<file path="src/rtl/lrut_pkg.sv">
`default_nettype none
// ----------------------------------------------------------------------------
// lrut_pkg: shared types and codes for the lru list tracker
// Request and result payloads, request and status codes, and the command
// and status bundles between the controller and the datapath.
// ----------------------------------------------------------------------------
package lrut_pkg;

  localparam int DEF_CAPACITY = 64;
  localparam int DEF_KEY_BITS = 16;
  // free-slot search width per cycle
  localparam int SCAN_W       = 64;

  localparam logic [1:0] REQ_INSERT = 2'd0;
  localparam logic [1:0] REQ_TOUCH  = 2'd1;
  localparam logic [1:0] REQ_REMOVE = 2'd2;
  localparam logic [1:0] REQ_EVICT  = 2'd3;

  localparam logic [1:0] ST_OK       = 2'd0;
  localparam logic [1:0] ST_EMPTY    = 2'd1;
  localparam logic [1:0] ST_NOT_USED = 2'd2;

  typedef struct packed {
    logic [1:0]  req_type;
    logic [15:0] entry_key;
    logic [5:0]  slot_handle;
  } lrut_in_t;

  typedef struct packed {
    logic [1:0]  status;
    logic [5:0]  slot;
    logic        evicted_valid;
    logic [15:0] evicted_key;
    logic [6:0]  occupancy;
  } lrut_out_t;

  typedef struct packed {
    logic       load_req;
    logic       echo_handle;
    logic       rd_en;
    logic       rd_oldest;
    logic [1:0] set_status;
    logic       unlink;
    logic       pop;
    logic       release_slot;
    logic       scan_start;
    logic       scan_step;
    logic       link_self;
    logic       link_prev;
    logic       load_out;
  } lrut_cmd_t;

  typedef struct packed {
    logic count_zero;
    logic list_full;
    logic oldest_nil;
    logic handle_ok;
    logic handle_newest;
    logic scan_found;
    logic out_busy;
  } lrut_stat_t;

endpackage
`default_nettype wire

</file>
<file path="src/rtl/lrut_ctrl.sv">
`default_nettype none
// ----------------------------------------------------------------------------
// lrut_ctrl: request sequencer
// Decodes each request and steps the datapath through unlink, free-slot
// search and relink as the request needs, then hands the result to the output register.
// ----------------------------------------------------------------------------
module lrut_ctrl (
  input  wire logic              clk,
  input  wire logic              rst_n,
  input  wire logic              in_valid,
  input  wire logic [1:0]        in_req_type,
  input  wire lrut_pkg::lrut_stat_t stat,
  output logic                   in_stall,
  output lrut_pkg::lrut_cmd_t    cmd
);

  localparam logic [2:0] S_IDLE      = 3'd0;
  localparam logic [2:0] S_UNLINK    = 3'd1;
  localparam logic [2:0] S_SCAN      = 3'd2;
  localparam logic [2:0] S_LINK_SELF = 3'd3;
  localparam logic [2:0] S_LINK_PREV = 3'd4;
  localparam logic [2:0] S_DONE      = 3'd5;

  logic [2:0] state_r, state_nxt;
  logic [1:0] req_r, req_nxt;

  always_comb begin
    state_nxt = state_r;
    req_nxt   = req_r;
    cmd       = '0;
    in_stall  = (state_r != S_IDLE);
    unique case (state_r)
      S_IDLE: begin
        if (in_valid) begin
          cmd.load_req = 1'b1;
          req_nxt      = in_req_type;
          unique case (in_req_type) inside
            lrut_pkg::REQ_INSERT: begin
              if (stat.list_full) begin
                cmd.rd_en     = 1'b1;
                cmd.rd_oldest = 1'b1;
                state_nxt     = S_UNLINK;
              end else begin
                cmd.scan_start = 1'b1;
                state_nxt      = S_SCAN;
              end
            end
            lrut_pkg::REQ_EVICT: begin
              if (stat.count_zero || stat.oldest_nil) begin
                cmd.set_status = lrut_pkg::ST_EMPTY;
                state_nxt      = S_DONE;
              end else begin
                cmd.rd_en     = 1'b1;
                cmd.rd_oldest = 1'b1;
                state_nxt     = S_UNLINK;
              end
            end
            lrut_pkg::REQ_TOUCH, lrut_pkg::REQ_REMOVE: begin
              cmd.echo_handle = 1'b1;
              if (stat.count_zero) begin
                cmd.set_status = lrut_pkg::ST_EMPTY;
                state_nxt      = S_DONE;
              end else if (!stat.handle_ok) begin
                cmd.set_status = lrut_pkg::ST_NOT_USED;
                state_nxt      = S_DONE;
              end else if (in_req_type == lrut_pkg::REQ_TOUCH && stat.handle_newest) begin
                state_nxt = S_DONE;
              end else begin
                cmd.rd_en = 1'b1;
                state_nxt = S_UNLINK;
              end
            end
            default: state_nxt = S_IDLE;
          endcase
        end
      end
      S_UNLINK: begin
        cmd.unlink = 1'b1;
        unique case (req_r)
          lrut_pkg::REQ_INSERT: begin
            cmd.pop          = 1'b1;
            cmd.release_slot = 1'b1;
            cmd.scan_start   = 1'b1;
            state_nxt        = S_SCAN;
          end
          lrut_pkg::REQ_EVICT: begin
            cmd.pop          = 1'b1;
            cmd.release_slot = 1'b1;
            state_nxt        = S_DONE;
          end
          lrut_pkg::REQ_TOUCH: state_nxt = S_LINK_SELF;
          lrut_pkg::REQ_REMOVE: begin
            cmd.release_slot = 1'b1;
            state_nxt        = S_DONE;
          end
          default: state_nxt = S_DONE;
        endcase
      end
      S_SCAN: begin
        cmd.scan_step = 1'b1;
        if (stat.scan_found) begin
          state_nxt = S_LINK_SELF;
        end
      end
      S_LINK_SELF: begin
        cmd.link_self = 1'b1;
        state_nxt     = S_LINK_PREV;
      end
      S_LINK_PREV: begin
        cmd.link_prev = 1'b1;
        state_nxt     = S_DONE;
      end
      S_DONE: begin
        if (!stat.out_busy) begin
          cmd.load_out = 1'b1;
          state_nxt    = S_IDLE;
        end
      end
      default: state_nxt = S_IDLE;
    endcase
  end

  always_ff @(posedge clk) begin
    if (!rst_n) begin
      state_r <= S_IDLE;
    end else begin
      state_r <= state_nxt;
    end
  end

  always_ff @(posedge clk) begin
    req_r <= req_nxt;
  end

endmodule
`default_nettype wire

</file>
<file path="src/rtl/lrut_dpath.sv">
`default_nettype none
// ----------------------------------------------------------------------------
// lrut_dpath: link memories, list pointers and result register
// Holds key and newer/older link memories indexed by slot, the in-use
// bitmap, head/tail pointers, the entry count and the free-slot scanner.
// ----------------------------------------------------------------------------
module lrut_dpath #(
  parameter int CAPACITY = lrut_pkg::DEF_CAPACITY,
  parameter int KEY_BITS = lrut_pkg::DEF_KEY_BITS
) (
  input  wire logic                 clk,
  input  wire logic                 rst_n,
  input  wire lrut_pkg::lrut_in_t   in_data,
  input  wire lrut_pkg::lrut_cmd_t  cmd,
  input  wire logic                 out_stall,
  output lrut_pkg::lrut_stat_t      stat,
  output logic                      out_valid,
  output lrut_pkg::lrut_out_t       out_data
);

  localparam int IDX_W  = (CAPACITY > 1) ? $clog2(CAPACITY) : 1;
  localparam int LINK_W = $clog2(CAPACITY + 1);
  localparam int CNT_W  = $clog2(CAPACITY + 1);
  localparam int NCHUNK = (CAPACITY + lrut_pkg::SCAN_W - 1) / lrut_pkg::SCAN_W;
  localparam int SCN_W  = (NCHUNK > 1) ? $clog2(NCHUNK) : 1;
  localparam int OFF_W  = $clog2(lrut_pkg::SCAN_W);
  localparam logic [LINK_W-1:0] NIL = LINK_W'(CAPACITY);

  // slot memories
  logic [KEY_BITS-1:0] key_mem   [CAPACITY];
  logic [LINK_W-1:0]   newer_mem [CAPACITY];
  logic [LINK_W-1:0]   older_mem [CAPACITY];

  logic [KEY_BITS-1:0] rd_key_r;
  logic [LINK_W-1:0]   rd_newer_r, rd_older_r;

  logic [KEY_BITS-1:0] key_r, key_nxt;
  logic [IDX_W-1:0]    cur_r, cur_nxt;
  logic [5:0]          res_slot_r, res_slot_nxt;
  logic [1:0]          status_r, status_nxt;
  logic                ev_valid_r, ev_valid_nxt;
  logic [KEY_BITS-1:0] ev_key_r, ev_key_nxt;
  logic [CAPACITY-1:0] inuse_r, inuse_nxt;
  logic [LINK_W-1:0]   newest_r, newest_nxt, oldest_r, oldest_nxt;
  logic [CNT_W-1:0]    count_r, count_nxt;
  logic [SCN_W-1:0]    scan_r, scan_nxt;
  logic                out_valid_r, out_valid_nxt;
  lrut_pkg::lrut_out_t out_r, out_nxt;

  logic [IDX_W-1:0]    handle_idx, rd_addr;
  logic                kw_en, nw_en, ow_en;
  logic [IDX_W-1:0]    kw_addr, nw_addr, ow_addr;
  logic [LINK_W-1:0]   nw_data, ow_data;

  logic [NCHUNK*lrut_pkg::SCAN_W-1:0] padded;
  logic [lrut_pkg::SCAN_W-1:0]        chunk;
  logic [OFF_W-1:0]                   free_off;
  logic [IDX_W-1:0]                   found_idx;

  assign handle_idx = IDX_W'(in_data.slot_handle);
  assign rd_addr    = cmd.rd_oldest ? oldest_r[IDX_W-1:0] : handle_idx;

  // status toward the controller
  always_comb begin
    stat.count_zero    = (count_r == '0);
    stat.oldest_nil    = (oldest_r == NIL);
    stat.list_full     = (32'(count_r) >= CAPACITY) && (oldest_r != NIL);
    stat.handle_ok     = (32'(in_data.slot_handle) < CAPACITY) && inuse_r[handle_idx];
    stat.handle_newest = (32'(newest_r) == 32'(in_data.slot_handle));
    stat.scan_found    = |(~chunk);
    stat.out_busy      = out_valid_r && out_stall;
  end

  // lowest free slot in the current chunk, slots past capacity look used
  always_comb begin
    padded                 = '1;
    padded[CAPACITY-1:0]   = inuse_r;
    chunk                  = padded[scan_r * lrut_pkg::SCAN_W +: lrut_pkg::SCAN_W];
    free_off               = '0;
    for (int i = lrut_pkg::SCAN_W - 1; i >= 0; i--) begin
      if (!chunk[i]) begin
        free_off = OFF_W'(i);
      end
    end
    found_idx = IDX_W'(32'(scan_r) * lrut_pkg::SCAN_W + 32'(free_off));
  end

  always_comb begin
    key_nxt       = key_r;
    cur_nxt       = cur_r;
    res_slot_nxt  = res_slot_r;
    status_nxt    = status_r;
    ev_valid_nxt  = ev_valid_r;
    ev_key_nxt    = ev_key_r;
    inuse_nxt     = inuse_r;
    newest_nxt    = newest_r;
    oldest_nxt    = oldest_r;
    count_nxt     = count_r;
    scan_nxt      = scan_r;
    out_valid_nxt = out_valid_r;
    out_nxt       = out_r;
    kw_en         = 1'b0;
    kw_addr       = cur_r;
    nw_en         = 1'b0;
    nw_addr       = cur_r;
    nw_data       = NIL;
    ow_en         = 1'b0;
    ow_addr       = cur_r;
    ow_data       = NIL;

    if (cmd.load_req) begin
      key_nxt      = KEY_BITS'(in_data.entry_key);
      cur_nxt      = rd_addr;
      res_slot_nxt = cmd.echo_handle ? in_data.slot_handle : 6'd0;
      status_nxt   = cmd.set_status;
      ev_valid_nxt = 1'b0;
      ev_key_nxt   = '0;
    end

    if (cmd.scan_start) begin
      scan_nxt = '0;
    end

    if (cmd.unlink) begin
      if (rd_newer_r == NIL) begin
        newest_nxt = rd_older_r;
      end else begin
        ow_en   = 1'b1;
        ow_addr = rd_newer_r[IDX_W-1:0];
        ow_data = rd_older_r;
      end
      if (rd_older_r == NIL) begin
        oldest_nxt = rd_newer_r;
      end else begin
        nw_en   = 1'b1;
        nw_addr = rd_older_r[IDX_W-1:0];
        nw_data = rd_newer_r;
      end
    end

    if (cmd.pop) begin
      ev_valid_nxt = 1'b1;
      ev_key_nxt   = rd_key_r;
      res_slot_nxt = 6'(cur_r);
    end

    if (cmd.release_slot) begin
      inuse_nxt[cur_r] = 1'b0;
      count_nxt        = count_r - CNT_W'(1);
    end

    if (cmd.scan_step) begin
      if (|(~chunk)) begin
        kw_en                = 1'b1;
        kw_addr              = found_idx;
        inuse_nxt[found_idx] = 1'b1;
        count_nxt            = count_r + CNT_W'(1);
        cur_nxt              = found_idx;
        res_slot_nxt         = 6'(found_idx);
      end else begin
        scan_nxt = scan_r + SCN_W'(1);
      end
    end

    if (cmd.link_self) begin
      nw_en   = 1'b1;
      nw_addr = cur_r;
      nw_data = NIL;
      ow_en   = 1'b1;
      ow_addr = cur_r;
      ow_data = newest_r;
    end

    if (cmd.link_prev) begin
      if (newest_r != NIL) begin
        nw_en   = 1'b1;
        nw_addr = newest_r[IDX_W-1:0];
        nw_data = LINK_W'(cur_r);
      end else begin
        oldest_nxt = LINK_W'(cur_r);
      end
      newest_nxt = LINK_W'(cur_r);
    end

    if (out_valid_r && !out_stall) begin
      out_valid_nxt = 1'b0;
    end
    if (cmd.load_out) begin
      out_valid_nxt         = 1'b1;
      out_nxt.status        = status_r;
      out_nxt.slot          = res_slot_r;
      out_nxt.evicted_valid = ev_valid_r;
      out_nxt.evicted_key   = 16'(ev_key_r);
      out_nxt.occupancy     = 7'(count_r);
    end
  end

  always_ff @(posedge clk) begin
    if (kw_en) begin
      key_mem[kw_addr] <= key_r;
    end
    if (nw_en) begin
      newer_mem[nw_addr] <= nw_data;
    end
    if (ow_en) begin
      older_mem[ow_addr] <= ow_data;
    end
    if (cmd.rd_en) begin
      rd_key_r   <= key_mem[rd_addr];
      rd_newer_r <= newer_mem[rd_addr];
      rd_older_r <= older_mem[rd_addr];
    end
  end

  always_ff @(posedge clk) begin
    if (!rst_n) begin
      inuse_r     <= '0;
      newest_r    <= NIL;
      oldest_r    <= NIL;
      count_r     <= '0;
      out_valid_r <= 1'b0;
    end else begin
      inuse_r     <= inuse_nxt;
      newest_r    <= newest_nxt;
      oldest_r    <= oldest_nxt;
      count_r     <= count_nxt;
      out_valid_r <= out_valid_nxt;
    end
  end

  always_ff @(posedge clk) begin
    key_r      <= key_nxt;
    cur_r      <= cur_nxt;
    res_slot_r <= res_slot_nxt;
    status_r   <= status_nxt;
    ev_valid_r <= ev_valid_nxt;
    ev_key_r   <= ev_key_nxt;
    scan_r     <= scan_nxt;
    out_r      <= out_nxt;
  end

  assign out_valid = out_valid_r;
  assign out_data  = out_r;

endmodule
`default_nettype wire

</file>
<file path="src/rtl/lru_list_tracker.sv">
`default_nettype none
// ----------------------------------------------------------------------------
// lru_list_tracker: recency list over CAPACITY slots
// Requests (insert, touch, remove, evict) come in on in_valid/in_stall/
// in_data; one result per request leaves on out_valid/out_stall/out_data.
// One request is worked at a time; in_stall is high from the cycle after
// acceptance until the result is moved into the output register.
// Flagged requests (empty list, slot not in use, touch of newest) go
// straight to the result; remove and evict unlink one slot, touch also
// relinks it as newest, and insert evicts the oldest when the list is full,
// then searches for a free slot and links it as newest. The link memories
// share one read port. The result is loaded at the edge where in_stall drops.
// A stalled result stays in the output register while the next request is
// accepted and worked; that request then waits for the register to empty.
// Reset empties the list at once; slot memories need no clearing pass.
// ----------------------------------------------------------------------------
module lru_list_tracker #(
  parameter int CAPACITY = lrut_pkg::DEF_CAPACITY,
  parameter int KEY_BITS = lrut_pkg::DEF_KEY_BITS
) (
  input  wire logic                clk,
  input  wire logic                rst_n,
  input  wire logic                in_valid,
  output logic                     in_stall,
  input  wire lrut_pkg::lrut_in_t  in_data,
  output logic                     out_valid,
  input  wire logic                out_stall,
  output lrut_pkg::lrut_out_t      out_data
);

  lrut_pkg::lrut_cmd_t  cmd;
  lrut_pkg::lrut_stat_t stat;

  lrut_ctrl u_ctrl (
    .clk         (clk),
    .rst_n       (rst_n),
    .in_valid    (in_valid),
    .in_req_type (in_data.req_type),
    .stat        (stat),
    .in_stall    (in_stall),
    .cmd         (cmd)
  );

  lrut_dpath #(
    .CAPACITY (CAPACITY),
    .KEY_BITS (KEY_BITS)
  ) u_dpath (
    .clk       (clk),
    .rst_n     (rst_n),
    .in_data   (in_data),
    .cmd       (cmd),
    .out_stall (out_stall),
    .stat      (stat),
    .out_valid (out_valid),
    .out_data  (out_data)
  );

  // one request in flight at a time
  a_busy_after_accept: assert property (@(posedge clk) disable iff (!rst_n)
    (in_valid && !in_stall) |=> in_stall)
    else $error("request accepted while previous one still in flight");

  a_occupancy_bound: assert property (@(posedge clk) disable iff (!rst_n)
    out_valid |-> (32'(out_data.occupancy) <= CAPACITY))
    else $error("occupancy above capacity");

  a_evict_status_ok: assert property (@(posedge clk) disable iff (!rst_n)
    (out_valid && out_data.evicted_valid) |-> (out_data.status == lrut_pkg::ST_OK))
    else $error("eviction reported with error status");

  // the result register only loads when it is free or being drained
  a_no_overwrite: assert property (@(posedge clk) disable iff (!rst_n)
    (out_valid && out_stall) |=> ($stable(out_data) && out_valid))
    else $error("stalled result overwritten");

endmodule
`default_nettype wire

</file>
<file path="config.mk">
export PLATFORM = sky130hd
export DESIGN_NAME = lru_list_tracker
export DESIGN_NICKNAME = d
export VERILOG_FILES = /design/src/rtl/lrut_pkg.sv /design/src/rtl/lrut_ctrl.sv /design/src/rtl/lrut_dpath.sv /design/src/rtl/lru_list_tracker.sv
export SDC_FILE = /design/constraint.sdc
export NUM_CORES = 2
export LEC_CHECK = 0
export BUFFER_PORTS_ARGS = -buffer_cell sky130_fd_sc_hd__buf_2
export CAP_MARGIN = 10
export CORE_MARGIN = 1
export CORE_UTILIZATION = 35
export DETAILED_ROUTE_END_ITERATION = 16
export SYNTH_ARGS = -nofsm -noshare
export SYNTH_HDL_FRONTEND = slang
export SYNTH_HIERARCHICAL = 1
export SYNTH_SLANG_ARGS = --single-unit
</file>
<file path="constraint.sdc">
create_clock -name clk -period 6 [get_ports clk]
set_input_delay 0.6 -clock clk [delete_from_list [all_inputs] [get_ports clk]]
set_output_delay 0.6 -clock clk [all_outputs]
set_load 0.05 [all_outputs]
</file>
* Word level (Yosys, flattened, before mapping)
Memory sizes are Yosys's and may differ from the RTL's. A register that Yosys moved wholly into a read port is not among the register bits.
Index checks and enable logic that the tools add are counted.
** Word-level totals
- Output and inout bits :: 34
- Bits in registers :: 171
- Memory bits (writable) :: 1920
- Input port bits :: 28
- Logic and storage cells :: 253
- Memories kept :: 3
** Memory list
- u_dpath.key_mem :: words 64, width 16, read ports 1, clocked after Yosys merged registers in 1, wr ports 1, line lrut_dpath.sv:30 : logic [KEY_BITS-1:0] key_mem [CAPACITY];
- u_dpath.newer_mem :: words 64, width 7, read ports 1, clocked after Yosys merged registers in 1, wr ports 1, line lrut_dpath.sv:31 : logic [LINK_W-1:0] newer_mem [CAPACITY];
- u_dpath.older_mem :: words 64, width 7, read ports 1, clocked after Yosys merged registers in 1, wr ports 1, line lrut_dpath.sv:32 : logic [LINK_W-1:0] older_mem [CAPACITY];
** Cells by class
- Equal/unequal tests :: 20
- Reductions and logical operators :: 25
- Muxes and demuxes :: 171
- Add/subtract/negate cells :: 4
- Shifts and indexed selects :: 1
- Order comparisons :: 6
- Bitwise operators :: 4
** Operator list (count)
- two-way mux 6 bit :: 85
- two-way mux 64 bit :: 3
- NOT 64 bit :: 2
- two-way mux 7 bit :: 18
- bitwise AND 64 bit :: 1
- bitwise OR 64 bit :: 1
- OR reduction 64 bit :: 1
- indexed part select 64 x 8 -> 64 bit :: 1
- two-way mux 1 bit :: 40
- two-way mux 16 bit :: 2
- two-way mux 3 bit :: 8
- equality test 7 bit (second input constant) :: 3
- less-than comparator 6 x 7 -> 1 bit (second input constant) :: 3
- case mux 3 bit (3 select lines) :: 2
- case mux 3 bit (6 select lines) :: 1
- != test 7 bit (second input constant) :: 2
- demux 1 bit (select 6 bit) :: 2
- greater-or-equal comparator 6 x 1 -> 1 bit (second input constant) :: 2
- two-way mux 2 bit :: 5
- equality test 2 bit (second input constant) :: 4
- nonzero test 2 bit :: 4
- adder 7 x 1 -> 7 bit (second input constant) :: 1
- equality test 7 x 6 -> 1 bit :: 1
- greater-or-equal comparator 7 bit (second input constant) :: 1
- 23 further kinds :: 38

* Depth between registers and ports, before layout
- Depth in word-level cells :: 73
- Gate-level depth with buffers :: 17
- Mapped depth without buffers :: 13

* By module
The synthesis kept the hierarchy.
** Modules (own cells, without submodules)
- lrut_dpath :: area an instance 83874.2 sq um, instances 1, cells an instance 4477
- lrut_ctrl :: area an instance 645.6 sq um, instances 1, cells an instance 79

* Worst setup path before layout
Ideal clock, no wire load.
- Kind :: register -> register
- From :: register u_ctrl.state_r[2]
- To :: memory u_dpath/newer_mem[0][0] (netlist bit) (data pin)
- Path slack :: 927 ps
- Data required time :: 5298 ps
- Arrival :: 4372 ps
- Cell stages (with the launch flop) :: 10
- Path through :: dfxtp_1 > buf_4 > inv_2 > and3_1 > clkbuf_1 > nand2b_1 > a21oi_1 > clkbuf_1 > nand2_1 > o21ai_0
** RTL lines
- from (decl) :: line lrut_ctrl.sv:24 : logic [2:0] state_r, state_nxt;
- from (signal assigned) :: line lrut_ctrl.sv:127 : state_r <= state_nxt;
- to (decl) :: line lrut_dpath.sv:31

==> impl_metrics.toml <==
[clocking]
htreeDepth = 4
cts_buffers = 202
cts_resized = 0
cts_sinks = 2121
cts_tree = "built"
clk_latency_ps = 870
cts_root_buffer = "clkbuf_16"
clk_pin_slew_ps = 70
cts_max_path_buffers = 3

[die]
core_mm2 = 0.2403
die-area_mm2 = 0.2435
die_x_um = 493.4
die_h_um = 493.4
placementRows = 180
io_pins = 62
start_util = 0.3517

[placed_design]
io_buffers = 61
dp.cells = 7741
place_congestion = 0.9007
hpwl_um = 124300

[pwr]
power_frac_seq = 0.492
leakage_nw = 29.99
internal-power_w = 0.02662
fin_total_pwr_w = 0.03666
vdd_drop_max_mv = 0.2470
switching_share = 0.2740
p_per_area_mw_per_mm2 = 377.1
comb_power_share = 0.156
p_sw_w = 0.01005
clockPowerShare = 0.352

[routing]
wl_per_cell_um = 25.89
routed_via_density = 5.529
firstDrtPassIters = 5
ant_nets = 0
drc = 0
routed_wl_um = 210600
drt_iter0_drc = 4829
num_vias = 44990

[final_layout]
final_nets = 4819
num_antenna_cells = 0
final_cell_mix = "2018 x edfxtp_1, 501 x mux4_2, 383 x nand2_1"
syn2layout_area_growth_pct = 15.04
drive_gt1_frac = 0.2430
layout_commonest_cell = "edfxtp_1"
stdcell_count = 8136

[grt]
grtUsageTotal = 0.1709
grt_max_degree = 76
grt_pass1_wl_um = 310100
grt.overflow.total = 0
antenna_found_initial = 7
grt_pass1_vias = 44770

[yosys]
seq_area_frac_synth = 0.7414
synthArstFlopShare = 0
synthFlopType = "edfxtp_1"
synthesis.area_mm2 = 0.08452
synth_top_cell_by_area = "edfxtp_1"
synth_warnings = 6
synth-edff-count = 2018
synth_top_area_frac = 0.7170
syn_inst = 4556
synth_seq_cells = 2121
synth_area_per_cell_um2 = 18.55
synth_nets = 4596
ys_top_cells_by_area = "edfxtp_1 72%, mux4_2 13%, dfxtp_1 2.4%, nand2_1 1.7%, a211oi_1 1.4%"
synth_cell_types = 81

[setup_path]
worstPathCellList = "or3_1 -> nor4b_1 -> nor2_1 -> a22oi_1 -> nor3_2 -> buf_4 -> mux2i_4 -> buf_12 -> buf_12 -> buf_4 -> buf_4 -> mux4_2 -> nand2_1 -> a311oi_1 -> a21oi_1 -> a21oi_1"
critPathSlowestCell = "nor4b_1"
cp-end-kind = "flop"
cp_common_cell = "buf_4"
critical_path_arrival_ps = 5880
critical_path_class = "flop to flop"
cp.required_ps = 6580
critPathTopFamily = "simple AND/OR/NAND/NOR gates"
critical-path-max-stage-delay_ps = 620
crit_buf_inv = 5
cp_max_fo = 38
start_kind = "flop"

[timing]
fin_skew_ps = 50.01
drv_slew = 0
worst_slew_pin_slew_ps = 1248
fmax_ghz = 0.1885
fin_crit_sh = 0.8844
setup_viol = 0
fin_crit_ps = 5306
setup_tns_ps = 0
relSlewSlack = 0.1603
fin_hold_ws_ps = 168.5
finalHoldViolCount = 0
rsz0062_at_grt = "no"

[min_path]
hp-class = "primary input to flop"

[job]
cap_viol_max_count = 0

[run_status]
status = "finished, final reports clean"
## metrics by stage
stage                     worst slack, ps  utilization  instance area, µm²
after floorplan                     926.8            -               84520
after global placement              755.1       0.3756               90260
after detailed placement            732.2       0.3757               90290
after CTS                           704.8       0.4045               97200
after global routing                474.1       0.4046               97230
final                               693.5       0.4046               97230
## timing repair
| item | 4_1_cts | 5_1_grt |
|---|---|---|
| setup buffers | 0 | 0 |
| endpoints found under the hold margin | 18 | 0 |
| hold buffers | 18 | 0 |
## worst register-to-register path, delay by kind of cell, from the launching register on
family,cells,cell delay [ps]
buf+inv,5,1320
simple gates,5,1480
compound gates,4,1200
mux,2,660
flops,1,370
## sequential cells by signal (all words and copies together) (netlist names)
signal and flops:
u_dpath/res_slot_r 6, u_dpath/newest_r 7, u_dpath/older_mem 448, u_ctrl/req_r 2, u_dpath/out_data 32, u_ctrl/state_r 3, u_dpath/newer_mem 448, u_dpath/status_r 2
u_dpath/count_r 7, u_dpath/key_r 16, u_dpath/rd_key_r 16, u_dpath/scan_r 1, u_dpath/out_valid 1, u_dpath/rd_newer_r 7, u_dpath/ev_key_r 16, u_dpath/key_mem 1024
u_dpath/oldest_r 7, u_dpath/rd_older_r 7, u_dpath/cur_r 6, u_dpath/inuse_r 64, u_dpath/ev_valid_r 1
## logic make-up (layout without fill, tap and decap cells)
| group | count (synthesis) | count (layout) | share of synthesized area |
|---|---|---|---|
| mux | 527 | 527 | 0.1366 |
| fa+ha+maj | 12 | 12 | 0.001776 |
| compound gates | 631 | 631 | 0.05115 |
| simple gates | 943 | 943 | 0.05248 |
| xor+xnor | 12 | 12 | 0.001243 |
| buf+inv | 310 | 705 | 0.01535 |
| flops | 2121 | 2121 | 0.7414 |
## synth_stat cells, types with 52 or more instances
master    count
mux4_2      501
a211oi_1    162
a21oi_1     104
and2_1      139
nand2_1     383
a311oi_1     61
dfxtp_1     103
clkbuf_1    165
buf_2        62
nand3_1      52
nor2_1      191
edfxtp_1   2018
o21ai_0     105
a31oi_1      64
## worst paths after layout
kind / from / to / slack (ps) / depth (start not counted)
hold reg to reg: u_dpath/ev_key_r[9]$_SDFFCE_PN0P_ / u_dpath/out_data[16]$_DFFE_PP_ / 410 / 0
hold / removal: rst_n / u_dpath/inuse_r[1]$_SDFF_PN0_ / 170 / 3
setup reg to reg: u_dpath/count_r[3]$_SDFF_PN0_ / u_dpath/rd_key_r[7]$_DFFE_PP_ / 690 / 16
setup / recovery: u_dpath/count_r[3]$_SDFF_PN0_ / u_dpath/rd_key_r[7]$_DFFE_PP_ / 690 / 16
## power groups by stage
stage          Sequential [W]  Clock [W]  Combinational (W)
6_report               0.0180     0.0129            0.00574
5_1_grt                0.0181     0.0136            0.00613
4_1_cts                0.0180     0.0132            0.00573
3_5_place_dp           0.0183          0            0.00572
3_3_place_gp           0.0183          0            0.00559
2_1_floorplan          0.0186          0            0.00302
## final cells by class
class,count,area [µm²]
Clock buffer,239,5276
Inverter,32,120.1
Fill cell,21180,143100
Sequential cell,2121,62660
Tap cell,3185,3985
Clock inverter,137,1454
Multi-Input combinational cell,2125,21130
Timing Repair Buffer,297,2600
## metal layers
layer / routed length [µm] / global-route usage
met5: 8 / 0
met4: 4150 / 0.04138
met3: 16090 / 0.03063
met2: 99060 / 0.2681
met1: 91300 / 0.2466
Power figures use the tool's default switching activity.
